==> config.mk <==
export PLATFORM = sky130hd
export DESIGN_NAME = translated_code_offset_map_top_flat
export DESIGN_NICKNAME = d
export VERILOG_FILES = /design/src/rtl/tcom_pkg.sv /design/src/rtl/tcom_ifs.sv /design/src/rtl/tcom_ram.sv /design/src/rtl/tcom_ctrl.sv /design/src/rtl/translated_code_offset_map_top.sv /design/src/flat_wrapper.sv
export SDC_FILE = /design/constraint.sdc
export NUM_CORES = 2
export LEC_CHECK = 0
export ABC_AREA = 1
export BUFFER_PORTS_ARGS = -buffer_cell sky130_fd_sc_hd__buf_2
export CAP_MARGIN = 20
export CORE_MARGIN = 2
export CORE_UTILIZATION = 60
export DETAILED_ROUTE_END_ITERATION = 10
export MAX_ROUTING_LAYER = met4
export PLACE_DENSITY = 0.8
export SYNTH_ARGS = -nofsm -noshare
export SYNTH_HDL_FRONTEND = slang
export SYNTH_SLANG_ARGS = --single-unit
==> constraint.sdc <==
create_clock -name i_clk -period 6.15 [get_ports i_clk]
set_clock_uncertainty 0.05 [all_clocks]
set_input_delay 0.615 -clock i_clk [delete_from_list [all_inputs] [get_ports i_clk]]
set_output_delay 0.615 -clock i_clk [all_outputs]
set_load 0.1 [all_outputs]
==> src/rtl/tcom_pkg.sv <==
package tcom_pkg;

    localparam int MAX_INSNS   = 64;
    localparam int CODE_DEPTH  = MAX_INSNS + 1;
    localparam int GUEST_DEPTH = MAX_INSNS;
    localparam int CODE_AW     = (CODE_DEPTH > 1) ? $clog2(CODE_DEPTH) : 1;
    localparam int GUEST_AW    = (GUEST_DEPTH > 1) ? $clog2(GUEST_DEPTH) : 1;
    // scan index runs from 0 up to one past the last code entry
    localparam int SCAN_W      = $clog2(MAX_INSNS + 2);

    localparam int BOUND_W     = 16;
    localparam int ADDR_W      = 32;
    localparam int COUNT_W     = 7;
    localparam int IDX_W       = 7;
    localparam int OP_W        = 2;
    localparam int CFG_IDX_W   = 2;
    localparam int CFG_DATA_W  = 32;

    localparam logic [OP_W-1:0] OP_WR_CODE  = 2'd0;
    localparam logic [OP_W-1:0] OP_WR_GUEST = 2'd1;
    localparam logic [OP_W-1:0] OP_C2G      = 2'd2;
    localparam logic [OP_W-1:0] OP_G2C      = 2'd3;

    localparam logic [CFG_IDX_W-1:0] CFG_INSN_COUNT = 2'd0;
    localparam logic [CFG_IDX_W-1:0] CFG_GUEST_BASE = 2'd1;
    localparam logic [CFG_IDX_W-1:0] CFG_CODE_BASE  = 2'd2;

    typedef struct packed {
        logic [COUNT_W-1:0] insn_count;
        logic [ADDR_W-1:0]  guest_base;
        logic [ADDR_W-1:0]  code_base;
    } t_cfg;

    typedef struct packed {
        logic [OP_W-1:0]    op;
        logic [IDX_W-1:0]   entry_index;
        logic [BOUND_W-1:0] boundary_value;
        logic [ADDR_W-1:0]  query_address;
    } t_item;

    typedef struct packed {
        logic [ADDR_W-1:0] mapped_address;
        logic              found;
    } t_res;

    typedef struct packed {
        logic               we;
        logic [CODE_AW-1:0] waddr;
        logic [BOUND_W-1:0] wdata;
        logic               re;
        logic [CODE_AW-1:0] raddr;
    } t_code_port;

    typedef struct packed {
        logic                we;
        logic [GUEST_AW-1:0] waddr;
        logic [BOUND_W-1:0]  wdata;
        logic                re;
        logic [GUEST_AW-1:0] raddr;
    } t_guest_port;

endpackage

==> src/rtl/tcom_ifs.sv <==
interface tcom_in_if;
    logic                           valid;
    logic                           ready;
    logic [tcom_pkg::OP_W-1:0]      op;
    logic [tcom_pkg::IDX_W-1:0]     entry_index;
    logic [tcom_pkg::BOUND_W-1:0]   boundary_value;
    logic [tcom_pkg::ADDR_W-1:0]    query_address;

    modport source (output valid, op, entry_index, boundary_value, query_address,
                    input ready);
    modport sink   (input valid, op, entry_index, boundary_value, query_address,
                    output ready);
endinterface

interface tcom_out_if;
    logic                        valid;
    logic                        ready;
    logic [tcom_pkg::ADDR_W-1:0] mapped_address;
    logic                        found;

    modport source (output valid, mapped_address, found, input ready);
    modport sink   (input valid, mapped_address, found, output ready);
endinterface

interface tcom_cfg_if;
    logic                            valid;
    logic                            ready;
    logic [tcom_pkg::CFG_IDX_W-1:0]  index;
    logic [tcom_pkg::CFG_DATA_W-1:0] data;

    modport source (output valid, index, data, input ready);
    modport sink   (input valid, index, data, output ready);
endinterface

==> src/rtl/tcom_ram.sv <==
module tcom_ram #(
    parameter int WIDTH = 16,
    parameter int DEPTH = 64
) (
    input  logic                                  i_clk,
    input  logic                                  i_we,
    input  logic [((DEPTH > 1) ? $clog2(DEPTH) : 1)-1:0] i_waddr,
    input  logic [WIDTH-1:0]                      i_wdata,
    input  logic                                  i_re,
    input  logic [((DEPTH > 1) ? $clog2(DEPTH) : 1)-1:0] i_raddr,
    output logic [WIDTH-1:0]                      o_rdata
);

    logic [WIDTH-1:0] r_mem [DEPTH];
    logic [WIDTH-1:0] r_rdata;

    always_ff @(posedge i_clk) begin
        if (i_we) begin
            r_mem[i_waddr] <= i_wdata;
        end
        if (i_re) begin
            r_rdata <= r_mem[i_raddr];
        end
    end

    assign o_rdata = r_rdata;

endmodule

==> src/rtl/tcom_ctrl.sv <==
module tcom_ctrl (
    input  logic                                i_clk,
    input  logic                                i_rst_n,
    input  logic                                i_item_valid,
    output logic                                o_item_ready,
    input  tcom_pkg::t_item                     i_item,
    input  tcom_pkg::t_cfg                      i_cfg,
    output tcom_pkg::t_code_port                o_code_port,
    input  logic [tcom_pkg::BOUND_W-1:0]        i_code_rdata,
    output tcom_pkg::t_guest_port               o_guest_port,
    input  logic [tcom_pkg::BOUND_W-1:0]        i_guest_rdata,
    output logic                                o_res_valid,
    output tcom_pkg::t_res                      o_res,
    input  logic                                i_res_ready
);

    localparam logic [2:0] S_IDLE  = 3'd0;
    localparam logic [2:0] S_SCAN  = 3'd1;
    localparam logic [2:0] S_FETCH = 3'd2;
    localparam logic [2:0] S_FINAL = 3'd3;
    localparam logic [2:0] S_OUT   = 3'd4;

    localparam int SW = tcom_pkg::SCAN_W;
    localparam int AW = tcom_pkg::ADDR_W;
    localparam int BW = tcom_pkg::BOUND_W;

    logic [2:0]    r_state, n_state;
    logic          r_c2g, n_c2g;
    logic [AW-1:0] r_d, n_d;
    logic [SW-1:0] r_k, n_k;
    logic [SW-1:0] r_pk, n_pk;
    logic          r_rv, n_rv;
    logic [SW-1:0] r_last, n_last;
    logic [BW-1:0] r_prev, n_prev;
    logic          r_hit, n_hit;
    logic [SW-1:0] r_hi, n_hi;
    logic [AW-1:0] r_acc, n_acc;
    logic [AW-1:0] r_res, n_res;
    logic          r_found, n_found;

    logic          c_accept;
    logic          c_is_write;
    logic [SW-1:0] c_n;
    logic          c_issue;
    logic [BW-1:0] c_rd16;
    logic [AW-1:0] c_rd32;
    logic          c_lt;
    logic          c_ge_prev;
    logic          c_hit_now;
    logic [SW-1:0] c_hi_now;
    logic [AW-1:0] c_gap;

    assign o_item_ready = (r_state == S_IDLE);
    assign c_accept     = i_item_valid && o_item_ready;
    assign c_is_write   = (i_item.op == tcom_pkg::OP_WR_CODE) ||
                          (i_item.op == tcom_pkg::OP_WR_GUEST);

    // counts above the table size act as a full table
    assign c_n = (32'(i_cfg.insn_count) > 32'(tcom_pkg::MAX_INSNS)) ?
                 SW'(tcom_pkg::MAX_INSNS) : SW'(i_cfg.insn_count);

    assign c_issue = (r_state == S_SCAN) && (r_k <= r_last);

    // write items go straight into the tables in the accept cycle
    always_comb begin
        o_code_port.we    = c_accept && (i_item.op == tcom_pkg::OP_WR_CODE) &&
                            (32'(i_item.entry_index) < 32'(tcom_pkg::CODE_DEPTH));
        o_code_port.waddr = tcom_pkg::CODE_AW'(i_item.entry_index);
        o_code_port.wdata = i_item.boundary_value;
        o_code_port.re    = (c_issue && r_c2g) || ((r_state == S_FETCH) && !r_c2g);
        o_code_port.raddr = (r_state == S_SCAN) ? tcom_pkg::CODE_AW'(r_k)
                                                : tcom_pkg::CODE_AW'(r_hi);

        o_guest_port.we    = c_accept && (i_item.op == tcom_pkg::OP_WR_GUEST) &&
                             (32'(i_item.entry_index) < 32'(tcom_pkg::GUEST_DEPTH));
        o_guest_port.waddr = tcom_pkg::GUEST_AW'(i_item.entry_index);
        o_guest_port.wdata = i_item.boundary_value;
        o_guest_port.re    = (c_issue && !r_c2g) ||
                             ((r_state == S_FETCH) && r_c2g && (r_hi != '0));
        o_guest_port.raddr = (r_state == S_SCAN) ? tcom_pkg::GUEST_AW'(r_k)
                                                 : tcom_pkg::GUEST_AW'(r_hi - SW'(1));
    end

    // compare the entry arriving from the table against the offset
    always_comb begin
        c_rd16    = r_c2g ? i_code_rdata : i_guest_rdata;
        c_rd32    = AW'(c_rd16);
        c_lt      = (r_d < c_rd32);
        c_ge_prev = (r_d >= AW'(r_prev));
        c_gap     = r_d - ((r_pk == '0) ? '0 : AW'(r_prev));
        if (r_c2g) begin
            c_hit_now = !r_hit && (r_pk != '0) && c_ge_prev && c_lt;
            c_hi_now  = r_pk - SW'(1);
        end else begin
            c_hit_now = !r_hit && c_lt;
            c_hi_now  = r_pk;
        end
    end

    always_comb begin
        n_state = r_state;
        n_c2g   = r_c2g;
        n_d     = r_d;
        n_k     = r_k;
        n_pk    = r_pk;
        n_rv    = r_rv;
        n_last  = r_last;
        n_prev  = r_prev;
        n_hit   = r_hit;
        n_hi    = r_hi;
        n_acc   = r_acc;
        n_res   = r_res;
        n_found = r_found;
        case (r_state)
            S_IDLE: begin
                if (c_accept) begin
                    if (c_is_write) begin
                        n_res   = '0;
                        n_found = 1'b1;
                        n_state = S_OUT;
                    end else begin
                        n_c2g  = (i_item.op == tcom_pkg::OP_C2G);
                        n_d    = (i_item.op == tcom_pkg::OP_C2G) ?
                                 i_item.query_address - i_cfg.code_base :
                                 i_item.query_address - i_cfg.guest_base;
                        n_last = (i_item.op == tcom_pkg::OP_C2G) ? c_n : c_n - SW'(1);
                        n_k    = '0;
                        n_rv   = 1'b0;
                        n_hit  = 1'b0;
                        if (c_n == '0) begin
                            n_res   = '0;
                            n_found = 1'b0;
                            n_state = S_OUT;
                        end else begin
                            n_state = S_SCAN;
                        end
                    end
                end
            end
            S_SCAN: begin
                if (c_issue) begin
                    n_k  = r_k + SW'(1);
                    n_pk = r_k;
                    n_rv = 1'b1;
                end else begin
                    n_rv = 1'b0;
                end
                if (r_rv) begin
                    n_prev = c_rd16;
                    if (c_hit_now) begin
                        n_hit = 1'b1;
                        n_hi  = c_hi_now;
                        n_acc = c_gap;
                    end
                    // the last entry bounds the whole block
                    if (r_pk == r_last) begin
                        if (c_lt && (r_hit || c_hit_now)) begin
                            n_state = S_FETCH;
                        end else begin
                            n_res   = '0;
                            n_found = 1'b0;
                            n_state = S_OUT;
                        end
                    end
                end
            end
            S_FETCH: begin
                if (!r_c2g) begin
                    n_acc = r_acc + i_cfg.code_base;
                end
                n_state = S_FINAL;
            end
            S_FINAL: begin
                if (r_c2g) begin
                    n_res = i_cfg.guest_base +
                            ((r_hi == '0) ? '0 : AW'(i_guest_rdata));
                end else begin
                    n_res = r_acc + AW'(i_code_rdata);
                end
                n_found = 1'b1;
                n_state = S_OUT;
            end
            S_OUT: begin
                if (i_res_ready) begin
                    n_state = S_IDLE;
                end
            end
            default: begin
                n_state = S_IDLE;
            end
        endcase
    end

    always_ff @(posedge i_clk) begin
        if (!i_rst_n) begin
            r_state <= S_IDLE;
            r_rv    <= 1'b0;
            r_hit   <= 1'b0;
        end else begin
            r_state <= n_state;
            r_rv    <= n_rv;
            r_hit   <= n_hit;
        end
        r_c2g   <= n_c2g;
        r_d     <= n_d;
        r_k     <= n_k;
        r_pk    <= n_pk;
        r_last  <= n_last;
        r_prev  <= n_prev;
        r_hi    <= n_hi;
        r_acc   <= n_acc;
        r_res   <= n_res;
        r_found <= n_found;
    end

    assign o_res_valid          = (r_state == S_OUT);
    assign o_res.mapped_address = r_res;
    assign o_res.found          = r_found;

endmodule

==> src/rtl/translated_code_offset_map_top.sv <==
// offset map of one translation block: code-to-guest and guest-to-code lookups
// channels: i_in takes items (op, entry_index, boundary_value, query_address),
//   o_out returns one result (mapped_address, found) per item, i_cfg writes
//   insn_count (index 0), guest_base (index 1) and code_base (index 2)
// write items (ops 0 and 1) load the code or guest boundary table; the
//   result goes through the S_OUT state and then the output register to o_out
// queries scan the selected boundary table one entry per cycle out of a
//   ram with a registered read: n = min(insn_count, 64) active instructions,
//   a code-to-guest query reads n+1 entries and a guest-to-code query n
//   entries; on a hit, S_FETCH reads the matching entry of the other table
//   (none when a code-to-guest hit maps to the guest base itself) and
//   S_FINAL forms the result, a miss goes from the scan straight to S_OUT,
//   and any query on an empty block goes from idle straight to S_OUT
// one item is in flight at a time; i_in.ready is high only while idle, and
//   it rises in the cycle in which the previous result shows on o_out
// an output register holds the finished result, so the next item is taken
//   while a result still waits on o_out; a stalled o_out holds the result
// reset clears the control state and sets insn_count to 1 and both bases to
//   0; the tables hold nothing until written, and i_cfg is always ready
module translated_code_offset_map_top (
    input  logic     i_clk,
    input  logic     i_rst_n,
    tcom_in_if.sink  i_in,
    tcom_out_if.source o_out,
    tcom_cfg_if.sink i_cfg
);

    tcom_pkg::t_cfg          r_cfg;
    tcom_pkg::t_item         c_item;
    tcom_pkg::t_code_port    c_code_port;
    tcom_pkg::t_guest_port   c_guest_port;
    logic [tcom_pkg::BOUND_W-1:0] c_code_rdata;
    logic [tcom_pkg::BOUND_W-1:0] c_guest_rdata;
    logic                    c_res_valid;
    logic                    c_res_ready;
    tcom_pkg::t_res          c_res;
    logic                    r_ov;
    tcom_pkg::t_res          r_out;

    assign i_cfg.ready = 1'b1;

    always_ff @(posedge i_clk) begin
        if (!i_rst_n) begin
            r_cfg.insn_count <= tcom_pkg::COUNT_W'(1);
            r_cfg.guest_base <= '0;
            r_cfg.code_base  <= '0;
        end else if (i_cfg.valid) begin
            case (i_cfg.index)
                tcom_pkg::CFG_INSN_COUNT:
                    r_cfg.insn_count <= i_cfg.data[tcom_pkg::COUNT_W-1:0];
                tcom_pkg::CFG_GUEST_BASE:
                    r_cfg.guest_base <= i_cfg.data;
                tcom_pkg::CFG_CODE_BASE:
                    r_cfg.code_base  <= i_cfg.data;
                default: begin
                end
            endcase
        end
    end

    assign c_item.op             = i_in.op;
    assign c_item.entry_index    = i_in.entry_index;
    assign c_item.boundary_value = i_in.boundary_value;
    assign c_item.query_address  = i_in.query_address;

    tcom_ctrl u_ctrl (
        .i_clk         (i_clk),
        .i_rst_n       (i_rst_n),
        .i_item_valid  (i_in.valid),
        .o_item_ready  (i_in.ready),
        .i_item        (c_item),
        .i_cfg         (r_cfg),
        .o_code_port   (c_code_port),
        .i_code_rdata  (c_code_rdata),
        .o_guest_port  (c_guest_port),
        .i_guest_rdata (c_guest_rdata),
        .o_res_valid   (c_res_valid),
        .o_res         (c_res),
        .i_res_ready   (c_res_ready)
    );

    tcom_ram #(
        .WIDTH (tcom_pkg::BOUND_W),
        .DEPTH (tcom_pkg::CODE_DEPTH)
    ) u_code_ram (
        .i_clk   (i_clk),
        .i_we    (c_code_port.we),
        .i_waddr (c_code_port.waddr),
        .i_wdata (c_code_port.wdata),
        .i_re    (c_code_port.re),
        .i_raddr (c_code_port.raddr),
        .o_rdata (c_code_rdata)
    );

    tcom_ram #(
        .WIDTH (tcom_pkg::BOUND_W),
        .DEPTH (tcom_pkg::GUEST_DEPTH)
    ) u_guest_ram (
        .i_clk   (i_clk),
        .i_we    (c_guest_port.we),
        .i_waddr (c_guest_port.waddr),
        .i_wdata (c_guest_port.wdata),
        .i_re    (c_guest_port.re),
        .i_raddr (c_guest_port.raddr),
        .o_rdata (c_guest_rdata)
    );

    // output register: refills when it is empty or its current result is taken
    assign c_res_ready = !r_ov || o_out.ready;

    always_ff @(posedge i_clk) begin
        if (!i_rst_n) begin
            r_ov <= 1'b0;
        end else if (c_res_valid && c_res_ready) begin
            r_ov <= 1'b1;
        end else if (o_out.ready) begin
            r_ov <= 1'b0;
        end
        if (c_res_valid && c_res_ready) begin
            r_out <= c_res;
        end
    end

    assign o_out.valid          = r_ov;
    assign o_out.mapped_address = r_out.mapped_address;
    assign o_out.found          = r_out.found;

endmodule

==> src/flat_wrapper.sv <==
// flat-port wrapper written by rule: the top's interface ports become plain ports
module translated_code_offset_map_top_flat 
  (i_clk, i_rst_n, i_in_valid, i_in_op, i_in_entry_index, i_in_boundary_value, i_in_query_address, i_in_ready, o_out_valid, o_out_mapped_address, o_out_found, o_out_ready, i_cfg_valid, i_cfg_index, i_cfg_data, i_cfg_ready);
  tcom_in_if i_in_i ();
  tcom_out_if o_out_i ();
  tcom_cfg_if i_cfg_i ();
  input  logic i_clk;
  input  logic i_rst_n;
  input wire logic [$bits(i_in_i.valid)-1:0] i_in_valid;
  input wire logic [$bits(i_in_i.op)-1:0] i_in_op;
  input wire logic [$bits(i_in_i.entry_index)-1:0] i_in_entry_index;
  input wire logic [$bits(i_in_i.boundary_value)-1:0] i_in_boundary_value;
  input wire logic [$bits(i_in_i.query_address)-1:0] i_in_query_address;
  output wire logic [$bits(i_in_i.ready)-1:0] i_in_ready;
  output wire logic [$bits(o_out_i.valid)-1:0] o_out_valid;
  output wire logic [$bits(o_out_i.mapped_address)-1:0] o_out_mapped_address;
  output wire logic [$bits(o_out_i.found)-1:0] o_out_found;
  input wire logic [$bits(o_out_i.ready)-1:0] o_out_ready;
  input wire logic [$bits(i_cfg_i.valid)-1:0] i_cfg_valid;
  input wire logic [$bits(i_cfg_i.index)-1:0] i_cfg_index;
  input wire logic [$bits(i_cfg_i.data)-1:0] i_cfg_data;
  output wire logic [$bits(i_cfg_i.ready)-1:0] i_cfg_ready;
  assign i_in_i.valid = i_in_valid;
  assign i_in_i.op = i_in_op;
  assign i_in_i.entry_index = i_in_entry_index;
  assign i_in_i.boundary_value = i_in_boundary_value;
  assign i_in_i.query_address = i_in_query_address;
  assign i_in_ready = i_in_i.ready;
  assign o_out_valid = o_out_i.valid;
  assign o_out_mapped_address = o_out_i.mapped_address;
  assign o_out_found = o_out_i.found;
  assign o_out_i.ready = o_out_ready;
  assign i_cfg_i.valid = i_cfg_valid;
  assign i_cfg_i.index = i_cfg_index;
  assign i_cfg_i.data = i_cfg_data;
  assign i_cfg_ready = i_cfg_i.ready;
  translated_code_offset_map_top u_core (.i_clk(i_clk), .i_rst_n(i_rst_n), .i_in(i_in_i), .o_out(o_out_i), .i_cfg(i_cfg_i));
endmodule
* Word level (Yosys, flattened, before mapping) *
Memory sizes are Yosys's and may differ from the RTL's. A register that Yosys moved wholly into a read port is not among the register bits.
Cells that the tools add are included.

storage, ports and cells
  register bits after elaboration = 252
  memory bits (writable) = 2064
  output and inout bits = 36
  word-level logic and storage cells = 161
  memories kept = 2

operators by class
  add/sub/neg operators = 10
  magnitude comparators = 6
  equality and inequality tests = 19
  multiplexer cells = 54
  bitwise operators = 1
  reduce and logical (&&, ||, !) cells = 50

memories
  memory                    depth  bits a word  read ports  clocked after Yosys merged registers in  write ports  line            RTL
  u_core.u_code_ram.r_mem   65     16           1           1                                        1            tcom_ram.sv:14  logic [WIDTH-1:0] r_mem [DEPTH];
  u_core.u_guest_ram.r_mem  64     16           1           1                                        1            tcom_ram.sv:14

operator list
  operator                                            count
  two-way mux 32 bit                                  11
  case mux 32 bit (3 select lines)                    1
  adder 32 x 16 -> 32 bit                             2
  case mux 32 bit (2 select lines)                    1
  subtractor 32 bit                                   2
  two-way mux 7 bit                                   7
  two-way mux 16 bit                                  3
  adder 32 bit                                        1
  greater-or-equal comparator 32 x 16 -> 1 bit        1
  less-than comparator 32 x 16 -> 1 bit               1
  subtractor 32 x 16 -> 32 bit                        1
  zero test 7 bit                                     3
  two-way mux 3 bit                                   7
  two-way mux 1 bit                                   18
  logical AND 1 bit                                   17
  case mux 3 bit (5 select lines)                     1
  less-than comparator 7 bit (second input constant)  2
  != test 2 bit (second input constant)               7
  case mux 7 bit (2 select lines)                     1
  nonzero test 7 bit                                  2
  subtractor 7 x 1 -> 7 bit (second input constant)   2
  AND reduction 4 bit                                 3
  AND reduction 2 bit                                 5
  AND reduction 3 bit                                 3
  24 further kinds                                    38

* Logic depth before layout (Yosys ltp) *
  word-level depth = 11
  gate-level depth with buffers = 19
  mapped depth without buffers = 19

* Modules after synthesis *
A second synthesis with hierarchy kept.

second synthesis, totals
  cells, all modules = 9781
  area, all modules = 104965.7 µm²

modules (own cells, without submodules)
  module                          instances  cells each  area each (µm²)
  tcom_ram (u_core.u_code_ram)    1          3541        42901.1
  tcom_ram (u_core.u_guest_ram)   1          3517        42259.3
  tcom_ctrl                       1          2229        15782.6
  translated_code_offset_map_top  1          494         4022.6

* Least setup slack after synthesis *
OpenSTA, ideal clock, no wires.

  path kind = reg-to-reg
  from = register u_core.u_ctrl.r_c2g
  to = register u_core.u_ctrl.r_acc[0] (enable)
  setup time = 0.466 ns
  data arrival time = 4.282 ns
  data required time = 5.634 ns
  path slack = 1.353 ns
  cell stages (with the launch flop) = 13
  buffers on the path = 2
  period minus slack after synthesis = 4.797 ns
  cells stage by stage = edfxtp_1 clkbuf_1 buf_1 o21ai_0 ha_1 a21oi_1 o21ai_0 o21bai_1 nor2_1 nand2_1 nor2_1 nand2_1 o21ai_0

between the ends
  cells in the longest elaborated chain, start to end = 6
  elaborated cells on any way between the ends = 8
  classes of those cells = order compare: 1; eq/ne: 2; mux: 2; reduce/logical: 3

RTL lines
  item                                         line                              RTL
  start: declaration                           tcom_ctrl.sv:28                   logic r_c2g, n_c2g;
  start signal: assignment                     tcom_ctrl.sv:204                  r_c2g <= n_c2g;
  two-way mux 16 bit                           tcom_ctrl.sv:86                   c_rd16 = r_c2g ? i_code_rdata : i_guest_rdata;
  less-than comparator 32 x 16 -> 1 bit        tcom_ctrl.sv:88                   c_lt = (r_d < c_rd32);
  logical AND 1 bit, on equally long branches  tcom_ctrl.sv:95, tcom_ctrl.sv:92
  two-way mux 1 bit                            tcom_ctrl.sv:91                   if (r_c2g) begin
  != test 2 bit (no source line)               --
  AND reduction 4 bit (no source line) *       --
  end signal: assignment                       tcom_ctrl.sv:211                  r_acc <= n_acc;
  end: declaration                             tcom_ctrl.sv:37                   logic [AW-1:0] r_acc, n_acc;

Mark *: on every way between the ends. The rest lies on a longest branch, timed or not.
A chain may end at the register's enable or synchronous reset.

* Worst setup path after layout *
  from = register u_core.u_ctrl.r_state[0]
  to = register u_core.u_guest_ram.r_rdata[11] (netlist: u_core.u_guest_ram.o_rdata[11]) (read register of u_core.u_guest_ram.r_mem), data pin

between the ends
  cells in the longest elaborated chain, start to end = 4
  elaborated cells on any way between the ends = 8
  classes of those cells = eq/ne: 2; mux: 1; reduce/logical: 5

RTL lines
  item                                                                                 line                                               RTL
  start: declaration                                                                   tcom_ctrl.sv:27                                    logic [2:0] r_state, n_state;
  start signal: assignment                                                             tcom_ctrl.sv:200                                   r_state <= n_state;
  equality test 3 x 1 -> 1 bit / equality test 3 x 2 -> 1 bit (equally long branches)  tcom_ctrl.sv:62, tcom_ctrl.sv:80, tcom_ctrl.sv:79
  logical AND 1 bit, on equally long branches                                          tcom_ctrl.sv:62, tcom_ctrl.sv:79
  logical AND 1 bit, on equally long branches                                          tcom_ctrl.sv:78, tcom_ctrl.sv:79
  logical OR 1 bit                                                                     tcom_ctrl.sv:78                                    o_guest_port.re = (c_issue && !r_c2g) ||
  end: declaration                                                                     tcom_ram.sv:15                                     logic [WIDTH-1:0] r_rdata;

Several ways; a longest one is shown, not always the timed one.

==> impl_results.md <==
* Status: completed
* Routed via count at 76.97k
* Commonest cells after routing, fill and taps aside: edfxtp_1, nand2_1, nand3_1
* Post-CTS Setup Inserts at 0
* Simple logic cell fraction of the synthesized area at 17.62%
* I/O pins at 132
* Pleak at 0.04435 uW
* Wire length on met1 at 111,600 um
* Minimum clock period at 4668 ps
* Num CTS Buffers at 223
* Final worst slack at 1482 ps
* Cell row count at 154
* Worst setup EP type: flip-flop
* Max Fclk at 214.2 MHz
* Vias/cell at 6.211
* Syn Area/Cell at 10.83 sq um
* Die extent in x at 424.1 um
* Core area at 175,700 sq um
* Gr ovfl total at 0
* Synth warnings at 0
* Initial Utilization at 60.27%
* First DRT Iteration DRCs at 11.35k
* Crit-path slowest cell: inv_8
* Sequential area share after synthesis at 65.85%
* Max-cap violation count at 0
* Clock Latency Late Sink at 880 ps
* Pins Over Slew Limit at 0
* Worst hold-check path type: input port to flip-flop
* Pwr Density at 312.2 nW/um^2
* Setup WS pre-CTS at 1662 ps
* Count of cell types in the netlist at 45
* Clk buf depth at 3
* Fin Setup TNS at 0 ps
* Total wire length at 304,500 um
* Post-synthesis cell count at 9,783
* Most used cell, CP: nand3_1
* Clock sinks at 2,348
* All-Layer GR Usage at 34.16%
* Largest net degree at the start of global routing at 170
* Final Hold Viols at 0
* Worst slew pin tran at 1136 ps
* RSZ-0062 raised after global routing: false
* Largest cells by area after synthesis: edfxtp_1, nand3_1, nand2_1
* Crit path cell chain: nand3_2, nand2_8, nand2_8, inv_8, buf_12, nor2_1, o211ai_1, nand3_1, nand3_1, nand3_1, nand2_1
* DRC errors left at 0
* Max_slew headroom at 24.16%
* Critical path class: flip-flop to flip-flop
* Synth Register Bits at 2,348
* Vias in the first global route at 74.48k
* Yosys top cell area share at 64.39%
* Clk pin slew, worst setup/hold paths at 70 ps
* Crit path launch type: flip-flop
* Post-Synth XOR/XNOR Area at 0.6533%
* Wire length per cell at 24.57 um
* IO Port Bufs at 130
* Peak supply drop at 0.3254 mV
* Compound-cell area share of the yosys netlist at 7.399%
* Power, Total at 36,450 uW
* Final ANT Viol Nets at 0
* Max H-tree Level at 4
* Critical path peak fanout at 121
* Final cycle utilization of the critical path at 75.89%
* Mapped Nets at 10.04k
* Chip Height at 424.1 um
* Max incr delay on CP at 620 ps
* Setup violators final at 0
* DP HPWL at 181,700 um
* Main combinational cell family by area after synthesis: simple AND/OR/NAND/NOR gates
* Met2 WL at 142,600 um
* Worst R2R Setup Slack at 1480 ps
* Layout cells sized above 1 at 8.623%
* Total Die Area at 179,900 sq um
* Crit Reg-Reg Endpoint: u_core.u_guest_ram.o_rdata[11]$_DFFE_PP_
* Synth Area in Adders at 1.902%
* Critical path destination: u_core.u_guest_ram.o_rdata[11]$_DFFE_PP_
* Highest routed layer: met4
* Mux contribution to synthesized area at 0.1512%
* Reg2Reg Launch Point: u_core.u_ctrl.r_state[0]$_SDFFE_PN0P_
* Area growth syn-to-layout at 10.25%
* CP required at 6840 ps
* Global placer's final weighted congestion at 1.042
* Worst r2r path cells at 11
* Crit path DAT at 5360 ps
* Met3 WL at 35,090 um
* Pre-antenna DRT Iters at 9
* Yosys top cell by area: edfxtp_1
* CP startpoint: u_core.u_ctrl.r_state[0]$_SDFFE_PN0P_
* Initial antenna violation count at 13
* Commonest non-fill, non-tap cell in the layout: edfxtp_1
* CTS tree: done
* Layout Nets at 10.11k
* Clk root buf: clkbuf_16
* First-pass GRT wire length at 450,100 um
* Mapped Area at 105,900 sq um
==> layer usage <==
layer,vias up,GRT usage (%)
met5,-,-
met4,0,15.80
met3,832,6.245
met2,5079,52.29
met1,36930,44.72
li1,34120,-
==> cells by family after synthesis <==
family	count (synthesis)
other	1
XOR/XNOR	79
adder cells (fa/ha/maj)	158
AND/OR/NAND/NOR	4185
flip-flops	2348
buffers and inverters	1722
AO/OA/AOI/OAI	1274
multiplexers	16
==> cells in the mapped netlist, drive strengths merged <==
master	instances
a221oi	3
a21oi	244
a31oi	8
o21ai	444
inv	1213
dfxtp	77
clkbuf	218
xnor2	28
nand3	1353
a21o	15
conb	1
or2	182
and2	3
nor3	62
o21a	15
mux2i	16
o221ai	1
edfxtp	2271
o211ai	514
nand3b	152
a31o	1
nand2	1751
xor2	51
nor2	634
clkinv	5
o22ai	2
ha	153
o21bai	16
a211oi	3
nor3b	2
nor4	16
nand4	30
fa	5
buf	286
a21boi	8
==> area by class of cell <==
class	count	area (sq um)
diodes	9	22.52
clock buffers	281	5841
clock inverters	128	1090
fillers	12450	58960
inverters	1218	4607
multi-input cells	5713	29620
flip-flops and latches	2348	69740
well taps	2340	2928
repair buffers	355	2927
==> registers in the layout (all words and copies together) (netlist names) <==
register and flops:
u_core.o_out.valid 1, u_core.u_ctrl.r_last 7, u_core.u_ctrl.r_state 3, u_core.u_ctrl.r_c2g 1
u_core.u_ctrl.r_pk 7, u_core.u_ctrl.r_acc 32, u_core.o_out.found 1, u_core.u_code_ram.r_mem 1040
u_core.u_guest_ram.o_rdata 16, u_core.u_ctrl.r_rv 1, u_core.u_ctrl.r_hi 7, u_core.u_ctrl.r_found 1
u_core.u_code_ram.o_rdata 16, u_core.u_ctrl.r_k 7, u_core.u_ctrl.r_res 32, u_core.r_cfg 71
u_core.u_guest_ram.r_mem 1024, u_core.u_ctrl.r_d 32, u_core.u_ctrl.r_prev 16, u_core.o_out.mapped_address 32
u_core.u_ctrl.r_hit 1
==> per-stage QoR <==
| step | utilization [%] | std cells | cell area [sq um] | hold WS (ps) |
|---|---|---|---|---|
| CTS | 66.37 | 12380 | 116600 | 18.22 |
| floorplan | - | 9783 | 105900 | 350.3 |
| global placement | 62.21 | 11930 | 109300 | 356.8 |
| global route | 66.44 | 12390 | 116800 | 36.70 |
| finish | 66.45 | 12390 | 116800 | 36.05 |
| detailed placement | 62.24 | 11940 | 109400 | 355.7 |
==> power by group <==
group	switching (uW)	leakage [uW]	internal, uW
sequential	155	0.0211	17800
combinational	3880	0.0199	1380
clock	6050	0.00337	7190
==> how the worst min path moves through the flow <==
stage	from	endpoint	cells after the start
floorplan	u_core.u_ctrl.r_found$_DFFE_PP_	u_core.o_out.found$_DFFE_PP_	0
global placement	u_core.u_ctrl.r_res[26]$_SDFFCE_PN0P_	u_core.o_out.mapped_address[26]$_DFFE_PP_	0
detailed placement	u_core.u_ctrl.r_res[28]$_SDFFCE_PN0P_	u_core.o_out.mapped_address[28]$_DFFE_PP_	0
CTS	i_cfg_index[1]	u_core.r_cfg[64]$_SDFFE_PN1P_	4
global route	i_rst_n	u_core.r_cfg[56]$_SDFFE_PN0P_	3
finish	i_rst_n	u_core.r_cfg[25]$_SDFFE_PN0P_	3
==> worst max-delay path, delay by kind of cell, from the launching register on <==
kind / cells / cell delay (ps)
flip-flops: 1 / 450
AO/OA/AOI/OAI: 1 / 250
buffers and inverters: 2 / 1070
AND/OR/NAND/NOR: 8 / 2470
==> repair_timing <==
| item | CTS | global route |
|---|---|---|
| hold buffers | 33 | 0 |
| endpoints found under the hold margin | 59 | 0 |
| resized for setup | 0 | 0 |
Power figures use the tool's default switching activity.
